[src/hw/rtl/bprx_pkg.sv]
`timescale 1ns / 1ps
package bprx_pkg;

  localparam int PAYLOAD_LEN = 64;
  localparam int HDR_LEN   = 7;
  localparam int PAD_LEN   = 7;
  localparam int PKT_LEN   = HDR_LEN + PAYLOAD_LEN + PAD_LEN + 2;
  localparam int CRC_END   = PKT_LEN - 2;

  localparam int CNT_W  = $clog2(PKT_LEN + 1);
  localparam int IDX_W  = $clog2(PAYLOAD_LEN);
  localparam int HIDX_W = $clog2(HDR_LEN);

  // Framing characters
  localparam logic [7:0] CH_STX   = 8'h02;
  localparam logic [7:0] CH_ETX   = 8'h03;
  localparam logic [7:0] CH_SUBST = 8'h04;
  localparam logic [7:0] PKT_TYPE = 8'hFF;

  localparam logic [15:0] CRC_POLY = 16'h1021;

  // Commands
  localparam logic [7:0] CMD_QUERY  = 8'h00;
  localparam logic [7:0] CMD_CHECK  = 8'h08;
  localparam logic [7:0] CMD_WREN   = 8'h10;
  localparam logic [7:0] CMD_FLASH  = 8'h40;
  localparam logic [7:0] CMD_EEPROM = 8'hA5;
  localparam logic [7:0] CMD_EXEC   = 8'h55;
  localparam logic [7:0] CMD_RESET  = 8'hAA;

  // Verdicts
  localparam logic [2:0] VD_IGNORE = 3'd0;
  localparam logic [2:0] VD_ACK    = 3'd1;
  localparam logic [2:0] VD_NAK    = 3'd2;
  localparam logic [2:0] VD_QUERY  = 3'd3;
  localparam logic [2:0] VD_APPBAD = 3'd4;
  localparam logic [2:0] VD_EXEC   = 3'd5;
  localparam logic [2:0] VD_RESET  = 3'd6;

  // Write targets
  localparam logic [1:0] TGT_NONE   = 2'd0;
  localparam logic [1:0] TGT_FLASH  = 2'd1;
  localparam logic [1:0] TGT_EEPROM = 2'd2;

  // Configuration register indexes
  localparam logic [7:0] REG_NODE_ADDR = 8'd0;
  localparam logic [7:0] REG_APP_START = 8'd1;

  // Result beat layout in m_tdata, lowest bit up
  localparam int OUT_BITS = 3 + 8 + 16 + 2 + IDX_W + 8;
  localparam int OUT_W    = ((OUT_BITS + 7) / 8) * 8;

  typedef struct packed {
    logic [7:0]       data_byte;
    logic [IDX_W-1:0] byte_index;
    logic [1:0]       write_target;
    logic [15:0]      param_value;
    logic [7:0]       command;
    logic [2:0]       verdict;
  } result_t;

endpackage

[src/hw/rtl/bootloader_packet_receiver_top.sv]
`timescale 1ns / 1ps
// Bootloader packet receiver. Raw link bytes enter on the s_ stream one beat at a
// time; bytes before STX are skipped, SUBST escapes the next byte and ETX closes the
// packet. A byte that falls under the CRC is accepted and then run through the
// bit-serial CRC-16 shifter, which handles one polynomial bit per cycle; s_tready
// is low meanwhile. Other bytes are taken without a stall. ETX moves to a finish
// state (held there while an earlier result beat still waits in the output
// register), which loads the single result beat, or is followed by 64 beats, one
// per payload byte (one per cycle, paced by m_tready and the registered payload
// memory read), for an accepted flash or EEPROM write. No input is taken until
// the last beat is loaded into the output register.
// The payload memory has no clearing pass; it is read only after a full packet.
module bootloader_packet_receiver_top (
  input  logic                        clk,
  input  logic                        rst,
  input  logic                        s_tvalid,
  output logic                        s_tready,
  input  logic [7:0]                  s_tdata,   // rx_byte[7:0]
  input  logic                        s_tuser,   // app_check_good
  output logic                        m_tvalid,
  input  logic                        m_tready,
  // verdict[2:0], command[10:3], param_value[26:11], write_target[28:27],
  // byte_index[34:29], data_byte[42:35], zero fill above
  output logic [bprx_pkg::OUT_W-1:0]  m_tdata,
  output logic                        m_tlast,
  input  logic                        cfg_valid,
  output logic                        cfg_ready,
  input  logic [7:0]                  cfg_index,
  input  logic [15:0]                 cfg_data
);

  // Sequencer states
  localparam logic [1:0] ST_IDLE   = 2'd0;
  localparam logic [1:0] ST_CRC    = 2'd1;
  localparam logic [1:0] ST_FINISH = 2'd2;
  localparam logic [1:0] ST_DRAIN  = 2'd3;

  // Framing modes
  localparam logic [1:0] MODE_IDLE = 2'd0;
  localparam logic [1:0] MODE_DATA = 2'd1;
  localparam logic [1:0] MODE_ESC  = 2'd2;

  localparam int CNT_W = bprx_pkg::CNT_W;
  localparam int IDX_W = bprx_pkg::IDX_W;

  logic [1:0]        state;
  logic [1:0]        frame_mode;
  logic [2:0]        bit_cnt;
  logic [CNT_W-1:0]  byte_count;
  logic [15:0]       running_crc;
  logic [7:0]        hdr [0:bprx_pkg::HDR_LEN-1];
  logic [15:0]       received_crc;
  logic [15:0]       expected_seq;
  logic              writes_enabled;
  logic              app_good;
  logic [7:0]        node_address;
  logic [15:0]       app_start_word;

  logic [7:0]        payload_mem [0:bprx_pkg::PAYLOAD_LEN-1];
  logic [7:0]        mem_q;
  logic [IDX_W-1:0]  rd_ptr;
  logic [IDX_W-1:0]  rd_ptr_next;

  bprx_pkg::result_t res;
  logic              res_last;

  logic              in_beat;
  logic              out_free;
  logic              store_en;
  logic [7:0]        rx_b;
  logic [CNT_W-1:0]  pay_off;
  logic              drain_ld;

  // Finish decision
  logic [7:0]        fin_cmd;
  logic [15:0]       fin_param;
  logic [15:0]       fin_seq;
  logic [2:0]        fin_verdict;
  logic [1:0]        fin_tgt;
  logic              fin_bad;

  assign s_tready  = (state == ST_IDLE);
  assign cfg_ready = 1'b1;
  assign in_beat   = s_tvalid && s_tready;
  assign out_free  = !m_tvalid || m_tready;
  assign rx_b      = s_tdata;
  assign drain_ld  = (state == ST_DRAIN) && out_free;
  assign pay_off   = byte_count - CNT_W'(bprx_pkg::HDR_LEN);

  assign m_tdata = {{(bprx_pkg::OUT_W - bprx_pkg::OUT_BITS){1'b0}}, res};
  assign m_tlast = res_last;

  // A byte is stored when it is data inside a packet (escaped, or not ETX/SUBST).
  always_comb begin
    store_en = 1'b0;
    if (in_beat) begin
      if (frame_mode == MODE_ESC) begin
        store_en = 1'b1;
      end else if (frame_mode == MODE_DATA) begin
        store_en = (rx_b != bprx_pkg::CH_ETX) && (rx_b != bprx_pkg::CH_SUBST);
      end
    end
  end

  // Judge the closed packet from the header, the CRCs and the session state.
  always_comb begin
    fin_cmd     = hdr[2];
    fin_param   = {hdr[4], hdr[3]};
    fin_seq     = {hdr[6], hdr[5]};
    fin_verdict = bprx_pkg::VD_ACK;
    fin_tgt     = bprx_pkg::TGT_NONE;
    fin_bad     = (byte_count < CNT_W'(bprx_pkg::PKT_LEN)) ||
                  (running_crc != received_crc) ||
                  (hdr[0] != bprx_pkg::PKT_TYPE) ||
                  (hdr[1] != node_address);
    case (fin_cmd)
      bprx_pkg::CMD_QUERY:  fin_verdict = bprx_pkg::VD_QUERY;
      bprx_pkg::CMD_WREN:   fin_verdict = bprx_pkg::VD_ACK;
      bprx_pkg::CMD_FLASH: begin
        if (writes_enabled && (fin_seq == expected_seq) && (fin_param >= app_start_word))
          fin_tgt = bprx_pkg::TGT_FLASH;
        else
          fin_verdict = bprx_pkg::VD_NAK;
      end
      bprx_pkg::CMD_EEPROM: begin
        if (writes_enabled && (fin_seq == expected_seq)) begin
          fin_tgt   = bprx_pkg::TGT_EEPROM;
          fin_param = {8'h00, hdr[3]};
        end else begin
          fin_verdict = bprx_pkg::VD_NAK;
        end
      end
      bprx_pkg::CMD_CHECK:  fin_verdict = app_good ? bprx_pkg::VD_ACK : bprx_pkg::VD_APPBAD;
      bprx_pkg::CMD_EXEC:   fin_verdict = bprx_pkg::VD_EXEC;
      bprx_pkg::CMD_RESET:  fin_verdict = bprx_pkg::VD_RESET;
      default:              fin_verdict = bprx_pkg::VD_NAK;
    endcase
    if (fin_bad) begin
      fin_cmd     = 8'h00;
      fin_param   = 16'h0000;
      fin_verdict = bprx_pkg::VD_IGNORE;
      fin_tgt     = bprx_pkg::TGT_NONE;
    end
  end

  // Read pointer: restart at the finish cycle, advance on every drain beat so the
  // registered read already holds the next byte.
  always_comb begin
    rd_ptr_next = rd_ptr;
    if (state == ST_FINISH) begin
      rd_ptr_next = '0;
    end else if (drain_ld) begin
      rd_ptr_next = rd_ptr + IDX_W'(1);
    end
  end

  // Payload memory: write while receiving, registered read during the drain.
  always_ff @(posedge clk) begin
    if (store_en && (byte_count >= CNT_W'(bprx_pkg::HDR_LEN)) &&
        (byte_count < CNT_W'(bprx_pkg::HDR_LEN + bprx_pkg::PAYLOAD_LEN))) begin
      payload_mem[pay_off[IDX_W-1:0]] <= rx_b;
    end
    mem_q <= payload_mem[rd_ptr_next];
  end

  // Configuration registers
  always_ff @(posedge clk) begin
    if (rst) begin
      node_address   <= 8'd31;
      app_start_word <= 16'd2048;
    end else if (cfg_valid && cfg_ready) begin
      unique case (cfg_index)
        bprx_pkg::REG_NODE_ADDR: node_address   <= cfg_data[7:0];
        bprx_pkg::REG_APP_START: app_start_word <= cfg_data;
        default: ;
      endcase
    end
  end

  // Sequencer, framing, CRC shifter and session state
  always_ff @(posedge clk) begin
    if (rst) begin
      state          <= ST_IDLE;
      frame_mode     <= MODE_IDLE;
      bit_cnt        <= '0;
      byte_count     <= '0;
      running_crc    <= '0;
      received_crc   <= '0;
      expected_seq   <= '0;
      writes_enabled <= 1'b0;
      app_good       <= 1'b0;
      rd_ptr         <= '0;
      for (int i = 0; i < bprx_pkg::HDR_LEN; i++) hdr[i] <= '0;
    end else begin
      rd_ptr <= rd_ptr_next;
      unique case (state)
        ST_IDLE: begin
          if (in_beat) begin
            unique case (frame_mode)
              MODE_ESC: frame_mode <= MODE_DATA;
              MODE_DATA: begin
                if (rx_b == bprx_pkg::CH_ETX) begin
                  // close the packet; sample the app check with the ETX beat
                  frame_mode <= MODE_IDLE;
                  app_good   <= s_tuser;
                  state      <= ST_FINISH;
                end else if (rx_b == bprx_pkg::CH_SUBST) begin
                  frame_mode <= MODE_ESC;
                end
              end
              default: begin
                if (rx_b == bprx_pkg::CH_STX) begin
                  frame_mode  <= MODE_DATA;
                  byte_count  <= '0;
                  running_crc <= '0;
                end
              end
            endcase
            if (store_en && (byte_count < CNT_W'(bprx_pkg::PKT_LEN))) begin
              byte_count <= byte_count + CNT_W'(1);
              if (byte_count < CNT_W'(bprx_pkg::CRC_END)) begin
                // fold the byte into the top and shift it out bit by bit
                running_crc <= running_crc ^ {rx_b, 8'h00};
                bit_cnt     <= '0;
                state       <= ST_CRC;
              end
              if (byte_count < CNT_W'(bprx_pkg::HDR_LEN)) begin
                hdr[byte_count[bprx_pkg::HIDX_W-1:0]] <= rx_b;
              end
              if (byte_count == CNT_W'(bprx_pkg::CRC_END)) begin
                received_crc[7:0] <= rx_b;
              end
              if (byte_count == CNT_W'(bprx_pkg::CRC_END + 1)) begin
                received_crc[15:8] <= rx_b;
              end
            end
          end
        end
        ST_CRC: begin
          running_crc <= {running_crc[14:0], 1'b0} ^
                         (running_crc[15] ? bprx_pkg::CRC_POLY : 16'h0000);
          bit_cnt     <= bit_cnt + 3'd1;
          if (bit_cnt == 3'd7) state <= ST_IDLE;
        end
        ST_FINISH: begin
          if (out_free) begin
            if (!fin_bad) begin
              if (fin_cmd == bprx_pkg::CMD_QUERY) begin
                expected_seq   <= '0;
                writes_enabled <= 1'b0;
              end else if (fin_verdict == bprx_pkg::VD_ACK) begin
                expected_seq <= expected_seq + 16'd1;
              end
              if (fin_cmd == bprx_pkg::CMD_WREN) writes_enabled <= 1'b1;
            end
            state <= (fin_tgt == bprx_pkg::TGT_NONE) ? ST_IDLE : ST_DRAIN;
          end
        end
        ST_DRAIN: begin
          if (drain_ld && (rd_ptr == IDX_W'(bprx_pkg::PAYLOAD_LEN - 1))) state <= ST_IDLE;
        end
        default: state <= ST_IDLE;
      endcase
    end
  end

  // Output register: hold a beat until taken, load the verdict or the next payload byte.
  always_ff @(posedge clk) begin
    if (rst) begin
      m_tvalid <= 1'b0;
    end else begin
      if ((state == ST_FINISH) && out_free) begin
        res.verdict      <= fin_verdict;
        res.command      <= fin_cmd;
        res.param_value  <= fin_param;
        res.write_target <= fin_tgt;
        res.byte_index   <= '0;
        res.data_byte    <= 8'h00;
        res_last         <= 1'b1;
        // a write streams its beats from the drain state instead
        m_tvalid         <= (fin_tgt == bprx_pkg::TGT_NONE);
      end else if (drain_ld) begin
        res.byte_index <= rd_ptr;
        res.data_byte  <= mem_q;
        res_last       <= (rd_ptr == IDX_W'(bprx_pkg::PAYLOAD_LEN - 1));
        m_tvalid       <= 1'b1;
      end else if (m_tvalid && m_tready) begin
        m_tvalid <= 1'b0;
      end
    end
  end

endmodule

[config.mk]
export PLATFORM = sky130hd
export DESIGN_NAME = bootloader_packet_receiver_top
export DESIGN_NICKNAME = d
export VERILOG_FILES = /design/src/hw/rtl/bprx_pkg.sv /design/src/hw/rtl/bootloader_packet_receiver_top.sv
export SDC_FILE = /design/constraint.sdc
export NUM_CORES = 1
export LEC_CHECK = 0
export BUFFER_PORTS_ARGS = -buffer_cell sky130_fd_sc_hd__buf_2
export CORE_MARGIN = 4
export CORE_UTILIZATION = 35
export CTS_CLUSTER_DIAMETER = 150
export DETAILED_ROUTE_END_ITERATION = 16
export GPL_ROUTABILITY_DRIVEN = 1
export PLACE_DENSITY = 0.53
export SYNTH_ARGS = -nofsm -noshare
export SYNTH_HDL_FRONTEND = slang
export SYNTH_SLANG_ARGS = --single-unit
[constraint.sdc]
create_clock -name clk -period 9.9 [get_ports clk]
set_clock_uncertainty 0.05 [all_clocks]
set_input_delay 0.495 -clock clk [delete_from_list [all_inputs] [get_ports clk]]
set_output_delay 0.495 -clock clk [all_outputs]
set_load 0.03 [all_outputs]
=== After elaboration in Yosys (flattened, before gate mapping) ===
Memories as Yosys holds them, arrays and structs flattened. A register that Yosys moved wholly into a read port is not among the register bits.
Cells that the tools add are included.

* Register bits after elaboration: 139
* Memory bits (writable): 568
* Bits of input ports: 38
* Output and inout port bits: 52
* Logic and storage cells: 184
* Memories: 2

* $add $sub $neg: 5
* Order comparisons: 6
* Equal/unequal tests: 35
* Multiplexer cells: 67
* Bitwise operators: 4
* Reductions and logical operators: 44

{| class="wikitable"
|+ Memories
! memory !! words !! width !! read ports !! clocked after memory_dff !! wr ports !! line !! text
|-
| payload_mem || 64 || 8 || 1 || 1 || 1 || bootloader_packet_receiver_top.sv:59 || <nowiki>logic [7:0] payload_mem [0:bprx_pkg::PAYLOAD_LEN-1];</nowiki>
|-
| hdr || 7 || 8 || 7 || 0 || 7 || bootloader_packet_receiver_top.sv:51 || <nowiki>logic [7:0] hdr [0:bprx_pkg::HDR_LEN-1];</nowiki>
|}

{| class="wikitable"
|+ Operators with widths
! kind !! number
|-
| $mux 16 || 9
|-
| $reduce_and 4->1 || 9
|-
| $mux 2 || 16
|-
| $pmux 16 s2 || 1
|-
| $logic_not 8->1 || 3
|-
| $lt 7x7->1 const B || 3
|-
| $mux 1 || 21
|-
| $mux 7 || 3
|-
| $pmux 3 s7 || 1
|-
| $mux 3 || 6
|-
| $add 16x1->16 const B || 1
|-
| $eq 16x16->1 || 1
|-
| $eq 8x2->1 const B || 2
|-
| $eq 8x5->1 const B || 2
|-
| $eq 8x7->1 const B || 2
|-
| $eq 8x8->1 const B || 2
|-
| $ge 16x16->1 || 1
|-
| $mux 8 || 2
|-
| $ne 16x16->1 || 1
|-
| $xor 16x13->16 || 1
|-
| $xor 16x16->16 || 1
|-
| $eq 7x7->1 const B || 2
|-
| $mux 14 || 1
|-
| $mux 13 || 1
|-
| 35 further kinds || 69
|}

=== Longest topological paths before layout ===
Gate-level depths: netlist of run 1.

* Word-level depth: 13
* Depth in mapped cells: 12
* Gate-level depth less buffers: 10

=== Worst setup path after synthesis of run 1 ===
Ideal clock, no wire load.

* Kind: input port to flip-flop
* Start point: in rst
* End point: reg res, in the netlist m_tdata[0] (enable)
* Setup time: 0.451 ns
* Arrival time: 3.154 ns
* Data required time: 9.399 ns
* Path slack: 6.245 ns
* Stages on the path: 4
* Buffers on the path: 3
* Path through: clkbuf_1 clkbuf_1 clkbuf_1 nor3_1

* Cells in the longest elaborated chain, start to end: 2

{| class="wikitable"
|+ Ends and longest elaborated chain
! element !! line !! text
|-
| from (decl) || bootloader_packet_receiver_top.sv:15 || <nowiki>input logic rst,</nowiki>
|-
| $not 1->1 (no line) || - ||
|-
| $reduce_and 2->1 (no line) || - ||
|-
| to (decl) || bootloader_packet_receiver_top.sv:64 || <nowiki>bprx_pkg::result_t res;</nowiki>
|}

No other way between the ends.
A chain may end at the register's enable or synchronous reset.

=== Worst setup path after layout of run 1 ===
* Start point: reg state[0]
* End point: reg mem_q[6] (read register of payload_mem)

* Cells in the longest elaborated chain, start to end: 4
* Elaborated cells on any way between the ends: 5
* Classes of those cells: eq/ne: 2; mux: 2; reduce/logical: 1

{| class="wikitable"
|+ Ends and longest elaborated chain
! element !! line !! text
|-
| from (decl) || bootloader_packet_receiver_top.sv:46 || <nowiki>logic [1:0] state;</nowiki>
|-
| from (signal assigned) || bootloader_packet_receiver_top.sv:256 || <nowiki>state <= (fin_tgt == bprx_pkg::TGT_NONE) ? ST_IDLE : ST_DRAIN;</nowiki>
|-
| $eq 2x2->1 || bootloader_packet_receiver_top.sv:87 || <nowiki>assign drain_ld = (state == ST_DRAIN) && out_free;</nowiki>
|-
| $logic_and 1x1->1 || bootloader_packet_receiver_top.sv:87 ||
|-
| $mux 6 || bootloader_packet_receiver_top.sv:152 || <nowiki>end else if (drain_ld) begin</nowiki>
|-
| $mux 6 * || bootloader_packet_receiver_top.sv:150 || <nowiki>if (state == ST_FINISH) begin</nowiki>
|-
| to (decl) || bootloader_packet_receiver_top.sv:60 || <nowiki>logic [7:0] mem_q;</nowiki>
|}

Mark *: on every way between the ends. The rest lies on a longest branch, timed or not.

==> results.yml, run 1 <==
status:
  status: "complete, no violations"
setup_path:
  worstSetupStartpointType: "flip-flop"
  end_kind: "flip-flop"
  crit_top_cell: "nand4_1"
  arrival_ns: 5.10
  crit_family: "simple AND/OR/NAND/NOR gates"
  crit_fanout: 82
  cp_cell_sequence: "nand4_1, nand2_4, buf_4, mux4_2, nor3b_1, a211oi_1, nand4_1"
  crit_slowest_cell: "nand2_4"
  worstPathRequired_ns: 10.34
  critical-path-max-stage-delay_ns: 0.99
  path_class: "flip-flop to flip-flop"
  crit_buf_inv: 1
  r2r_setup_slack_ns: 5.24
timing:
  finalHoldViolations: 0
  fin_tns_setup_ns: 0
  maxSlewViolCount: 0
  rsz0062_at_grt: "no"
  fin_ws_ns: 5.24
  finalSetupViolations: 0
  worst-slew-pin-transition_ns: 1.19
  timing.fmax_mhz: 215
  fin_crit_sh: 0.471
  worst_slew_margin_rel: 0.209
  period_minus_slack_ns: 4.66
detailed_routing:
  first_pass_iters: 5
  postRouteAntennaNets: 0
  vias: 20200
  drc: 0
  drtIter0Drc: 1804
  wl_per_cell_um: 21.8
  routed_wl_um: 83400
  vias_per_cell: 5.28
clocking:
  path_clk_slew_ns: 0.06
  root_buffer: "clkbuf_16"
  htree_levels: 3
  cts_tree: "yes"
  hold_buffers: 0
  cts_sinks: 715
  clock_latency_ns: 0.62
  cts_setup_buffers: 0
  postCtsResizedCells: 0
  numCtsBuffers: 77
  clk_path_buf_depth: 3
floorplan:
  fp-row-count: 107
  fp.dieW_um: 301
  core_mm2: 0.0853
  die_area_mm2: 0.0907
  io_pins: 90
  start_util: 0.353
  die_h_um: 301
synth:
  yosysUniqueCellTypes: 77
  ys_ff_latch: 715
  synth_flop_cell: "edfxtp_1"
  async_flop_share: 0
  avgSynthCellArea_um2: 11.7
  syn_area_mm2: 0.0301
  ys_seq_area_frac: 0.676
  netlist_instances: 2570
  synth_edf_count: 604
  synth_warnings: 0
layout:
  nFillCells: 8097
  layout.nets: 2674
  areaGrowthSynthToFinish_pct: 13.1
  drive_gt1_frac: 0.0902
  fin_util: 0.399
global_route:
  first_global_vias: 19500
  grt.overflow.total: 0
  grt_pass1_wl_um: 124000
  antenna_found_initial: 1
  grt_start_max_net_pins: 198
  grtUsageTotal: 0.181
job:
  drv_cap: 0
pwr:
  leakage_uw: 0.0118
  power.density_mw_per_mm2: 180
  vdd_drop_max_v: 0.000127
placement:
  place_hpwl_um: 51100
  port_buffers: 83
  dp_slack_ns: 5.34
  place_congestion: 0.855
min_path:
  min_path_type: "input pin to flip-flop"
## routing by layer
metal  vias up  track usage  wire [um]
li1       9373            -          -
met1      9927        0.245      36100
met2       735        0.288      38800
met3       126       0.0418       6090
met4         0       0.0591       2420
met5         -            0          0
## cells by family (layout without fill, tap and decap cells)
group                      after synthesis  count (layout)  share of synthesized area
buffers and inverters                  188             286                     0.0246
AOI/OAI and AO/OA                      245             245                     0.0565
xor gates and xnor gates                47              47                     0.0137
muxes                                   67              67                     0.0236
other                                    2               8                   0.000250
and+or+nand+nor                       1283            1283                      0.195
DFF                                    715             715                      0.676
adders and majority gates               23              23                    0.00956
## path summary, 6_finish.rpt
check / endpoint / cells after the start / start
worst max-delay path: mem_q[6] / 7 / state[0]
worst min-delay path: node_address[2] / 2 / cfg_data[2]
worst max register to register: mem_q[6] / 7 / state[0]
worst min register to register: app_start_word[11] / 1 / app_start_word[11]
## state kept, by name, summed over array words and instances, names as in the netlist, 2 cells and up
name and cells:
rd_ptr 6, byte_count 7, node_address 8, payload_mem 512
running_crc 16, mem_q 8, state 2, bit_cnt 3
received_crc 16, hdr 56, app_start_word 16, m_tdata 43
expected_seq 16, frame_mode 2
## synthesized netlist by cell type, drive strengths merged (8+ instances only)
library cell,count,area share
or3,14,0.0031
a32oi,8,0.0023
xnor2,21,0.0061
inv,40,0.0050
nand2b,19,0.0039
a311o,15,0.0050
and3,44,0.0091
nand4,23,0.0048
a31oi,20,0.0042
a21oi,63,0.010
a211oi,41,0.010
edfxtp,604,0.60
o21ai,24,0.0040
ha,23,0.0096
nand3,283,0.047
or4,8,0.0021
buf,38,0.0059
a22oi,12,0.0030
nor3,26,0.0052
nor2,213,0.027
mux2i,63,0.021
and2,49,0.010
xor2,26,0.0076
dfxtp,111,0.074
a21boi,9,0.0024
nor4,24,0.0052
nand2,539,0.067
clkbuf,110,0.014
nor2b,18,0.0037
a211o,8,0.0023
## layout make-up
| type | count | area [um2] | share of cell area |
|---|---|---|---|
| Timing Repair Buffer | 108 | 648 | 0.0190 |
| Inverter | 40 | 150 | 0.00441 |
| Multi-Input combinational cell | 1671 | 9080 | 0.267 |
| Clock inverter | 28 | 228 | 0.00669 |
| Sequential cell | 715 | 20400 | 0.598 |
| Tap cell | 1144 | 1430 | 0.0421 |
| Antenna cell | 2 | 5.00 | 0.000147 |
| Clock buffer | 110 | 2130 | 0.0627 |
## cell usage in the layout (no fill, tap or decap), drive strengths merged, types with 12 or more instances in the layout
| cell type | n |
|---|---|
| nand2b | 19 |
| mux2i | 63 |
| or3 | 14 |
| nand4 | 23 |
| nor3 | 26 |
| nor4 | 24 |
| edfxtp | 604 |
| dfxtp | 111 |
| a22oi | 12 |
| nand2 | 539 |
| xor2 | 26 |
| buf | 107 |
| nand3 | 283 |
| a21oi | 63 |
| nor2b | 18 |
| xnor2 | 21 |
| inv | 41 |
| and3 | 44 |
| a311o | 15 |
| ha | 23 |
| clkbuf | 110 |
| a31oi | 20 |
| nor2 | 213 |
| o21ai | 24 |
| a211oi | 41 |
| clkinv | 22 |
| and2 | 49 |
## metrics by stage
| stage | cells | instance area [um2] | hold WS, ns | total power (uW) |
|---|---|---|---|---|
| 2_1_floorplan | 2574 | 30100 | 0.385 | 3390 |
| 4_1_cts | 3816 | 34000 | 0.0192 | 6190 |
| 3_5_place_dp | 3678 | 31700 | 0.410 | 3470 |
| 3_3_place_gp | 3677 | 31700 | 0.403 | 3460 |
| 5_1_grt | 3816 | 34000 | 0.0409 | 6320 |
| 6_report | 3818 | 34000 | 0.0533 | 6130 |
## power by group
group          switching [uW]  internal (uW)  total, uW
combinational            92.7           27.7        120
sequential               13.2           3270       3280
clock                    1170           1560       2730
total                    1280           4850       6130
## worst reg2reg max path: stages (launching register included)
cell,delay [ns]
dfxtp_1,0.86
nand4_1,0.75
nand2_4,1.00
buf_4,0.71
mux4_2,0.60
nor3b_1,0.17
a211oi_1,0.27
nand4_1,0.11
(Power assumes the default switching activity.)
==> run 2, diff against run 1 <==
PLACE_DENSITY = 0.55   (was 0.53)
clock period = 4 ns   (was 9.9 ns; I/O delays follow)
==> run 2 against run 1 <==
Effect of this change: cell count grew 1.7%; total power increased to 2.5 times the previous value; wire length is 3.7% higher; sequential share of layout area is 1.3 points lower; final area grew 2.2%; non-clock buffer count rose by 63; largest cell class unchanged; largest power group unchanged; highest routed layer is now met5.
==> results.yml, run 2 (synthesized netlist as in run 1, its figures left out) <==
setup_path:
  cp_cell_sequence: "ha_1, and2_1, nor3_1, a21oi_1, nand2_1, nor2_1, nand2_1, nor2_1"
  critical-path-max-stage-delay_ns: 0.85
  path_class: "flip-flop to flip-flop"
  arrival_ns: 3.68
  worstSetupStartpointType: "flip-flop"
  crit_fanout: 10
  crit_slowest_cell: "nor2_1"
  worstPathRequired_ns: 4.20
  end_kind: "flip-flop"
clocking:
  postCtsResizedCells: 0
  cts_sinks: 715
  clk_path_buf_depth: 3
  path_clk_slew_ns: 0.06
  numCtsBuffers: 78
  cts_tree: "yes"
  root_buffer: "clkbuf_16"
  clock_latency_ns: 0.62
  cts_setup_buffers: 0
  htree_levels: 3
detailed_routing:
  wl_per_cell_um: 22.3
  drc: 0
  drtIter0Drc: 2137
  postRouteAntennaNets: 0
  routed_wl_um: 86500
  vias_per_cell: 5.33
  first_pass_iters: 8
  vias: 20700
placement:
  dp_slack_ns: 0.557
  place_hpwl_um: 54700
  port_buffers: 83
  placed_cell_area_mm2: 0.0321
  place_congestion: 0.836
global_route:
  first_global_vias: 20600
  grt_start_max_net_pins: 117
  grtUsageTotal: 0.189
  grt.overflow.total: 0
  antenna_found_initial: 4
  grt_pass1_wl_um: 131000
layout:
  final_common_cell: "edfxtp_1"
  nFillCells: 8080
  areaGrowthSynthToFinish_pct: 15.5
  fin_area_mm2: 0.0348
  layout_common_cells: "edfxtp_1, nand2_1, nand3_1"
  multi_input_area_mm2: 0.00908
  regArea_mm2: 0.0204
  diodes: 0
  layout.nets: 2738
  fin_util: 0.408
  drive_gt1_frac: 0.108
  largest_reg_flops: 512
pwr:
  leakage_uw: 0.0122
  vdd_drop_max_v: 0.000295
  power.density_mw_per_mm2: 447
timing:
  finalSetupViolations: 0
  fin_ws_ns: 0.519
  fin_tns_setup_ns: 0
  whs_ns: 0.0267
  worst-slew-pin-transition_ns: 1.25
  maxSlewViolCount: 0
  rsz0062_at_grt: "no"
  period_minus_slack_ns: 3.48
  fin_crit_sh: 0.870
  finalHoldViolations: 0
  worst_slew_margin_rel: 0.164
  timing.fmax_mhz: 287
floorplan:
  core_mm2: 0.0853
  start_util: 0.353
  die_h_um: 301
  fp-row-count: 107
  die_area_mm2: 0.0907
  io_pins: 90
  fp.dieW_um: 301
job:
  drv_cap: 0
min_path:
  min_path_type: "input pin to flip-flop"
status:
  status: "complete, no violations"
[run 2: report_power, final]
group	internal [uW]	switching, uW	leakage (uW)	total, uW
logic	85.0	245	0.00455	330
clock network	4130	2980	0.00122	7110
registers	8090	28.5	0.00647	8110
[run 2: timing repair]
action,4_1_cts,5_1_grt
endpoints found under the setup margin,0,0
hold buffers,19,0
hold endpoints to repair,47,0
[run 2: through the flow]
step	std cells	total power, uW
after floorplan	2574	8380
after global routing	3881	16000
after global placement	3722	8580
final	3881	15600
after CTS	3881	15700
after detailed placement	3722	8590
[run 2: worst paths after layout]
| check | startpoint | endpoint | slack, ns | depth (start not counted) |
|---|---|---|---|---|
| worst max register to register | byte_count[1] | payload_mem[13][4] | 0.52 | 8 |
| worst min register to register | app_start_word[11] | app_start_word[11] | 0.41 | 1 |
| worst min-delay path | s_tdata[3] | received_crc[11] | 0.03 | 3 |
| worst max-delay path | byte_count[1] | payload_mem[13][4] | 0.52 | 8 |
[run 2: cell type report]
cell class / count / share of cell area
sequential: 715 / 0.585
multi-input combinational: 1671 / 0.261
clock buffer: 101 / 0.0604
tap: 1144 / 0.0412
timing repair buffer: 171 / 0.0356
clock inverter: 39 / 0.0120
inverter: 40 / 0.00432
[run 2: routing by layer]
layer	track usage	routed length, um	vias to the layer above
li1	-	-	9493
met1	0.266	38200	10300
met2	0.301	40200	757
met3	0.0363	6070	128
met4	0.0489	2070	4
met5	0	27	-
[run 2: worst max-delay path, delay by kind of cell, from the launching register on]
family	cells	cell delay (ns)
flops	1	0.47
compound gates	1	0.15
fa+ha+maj	1	0.33
simple gates	6	2.11
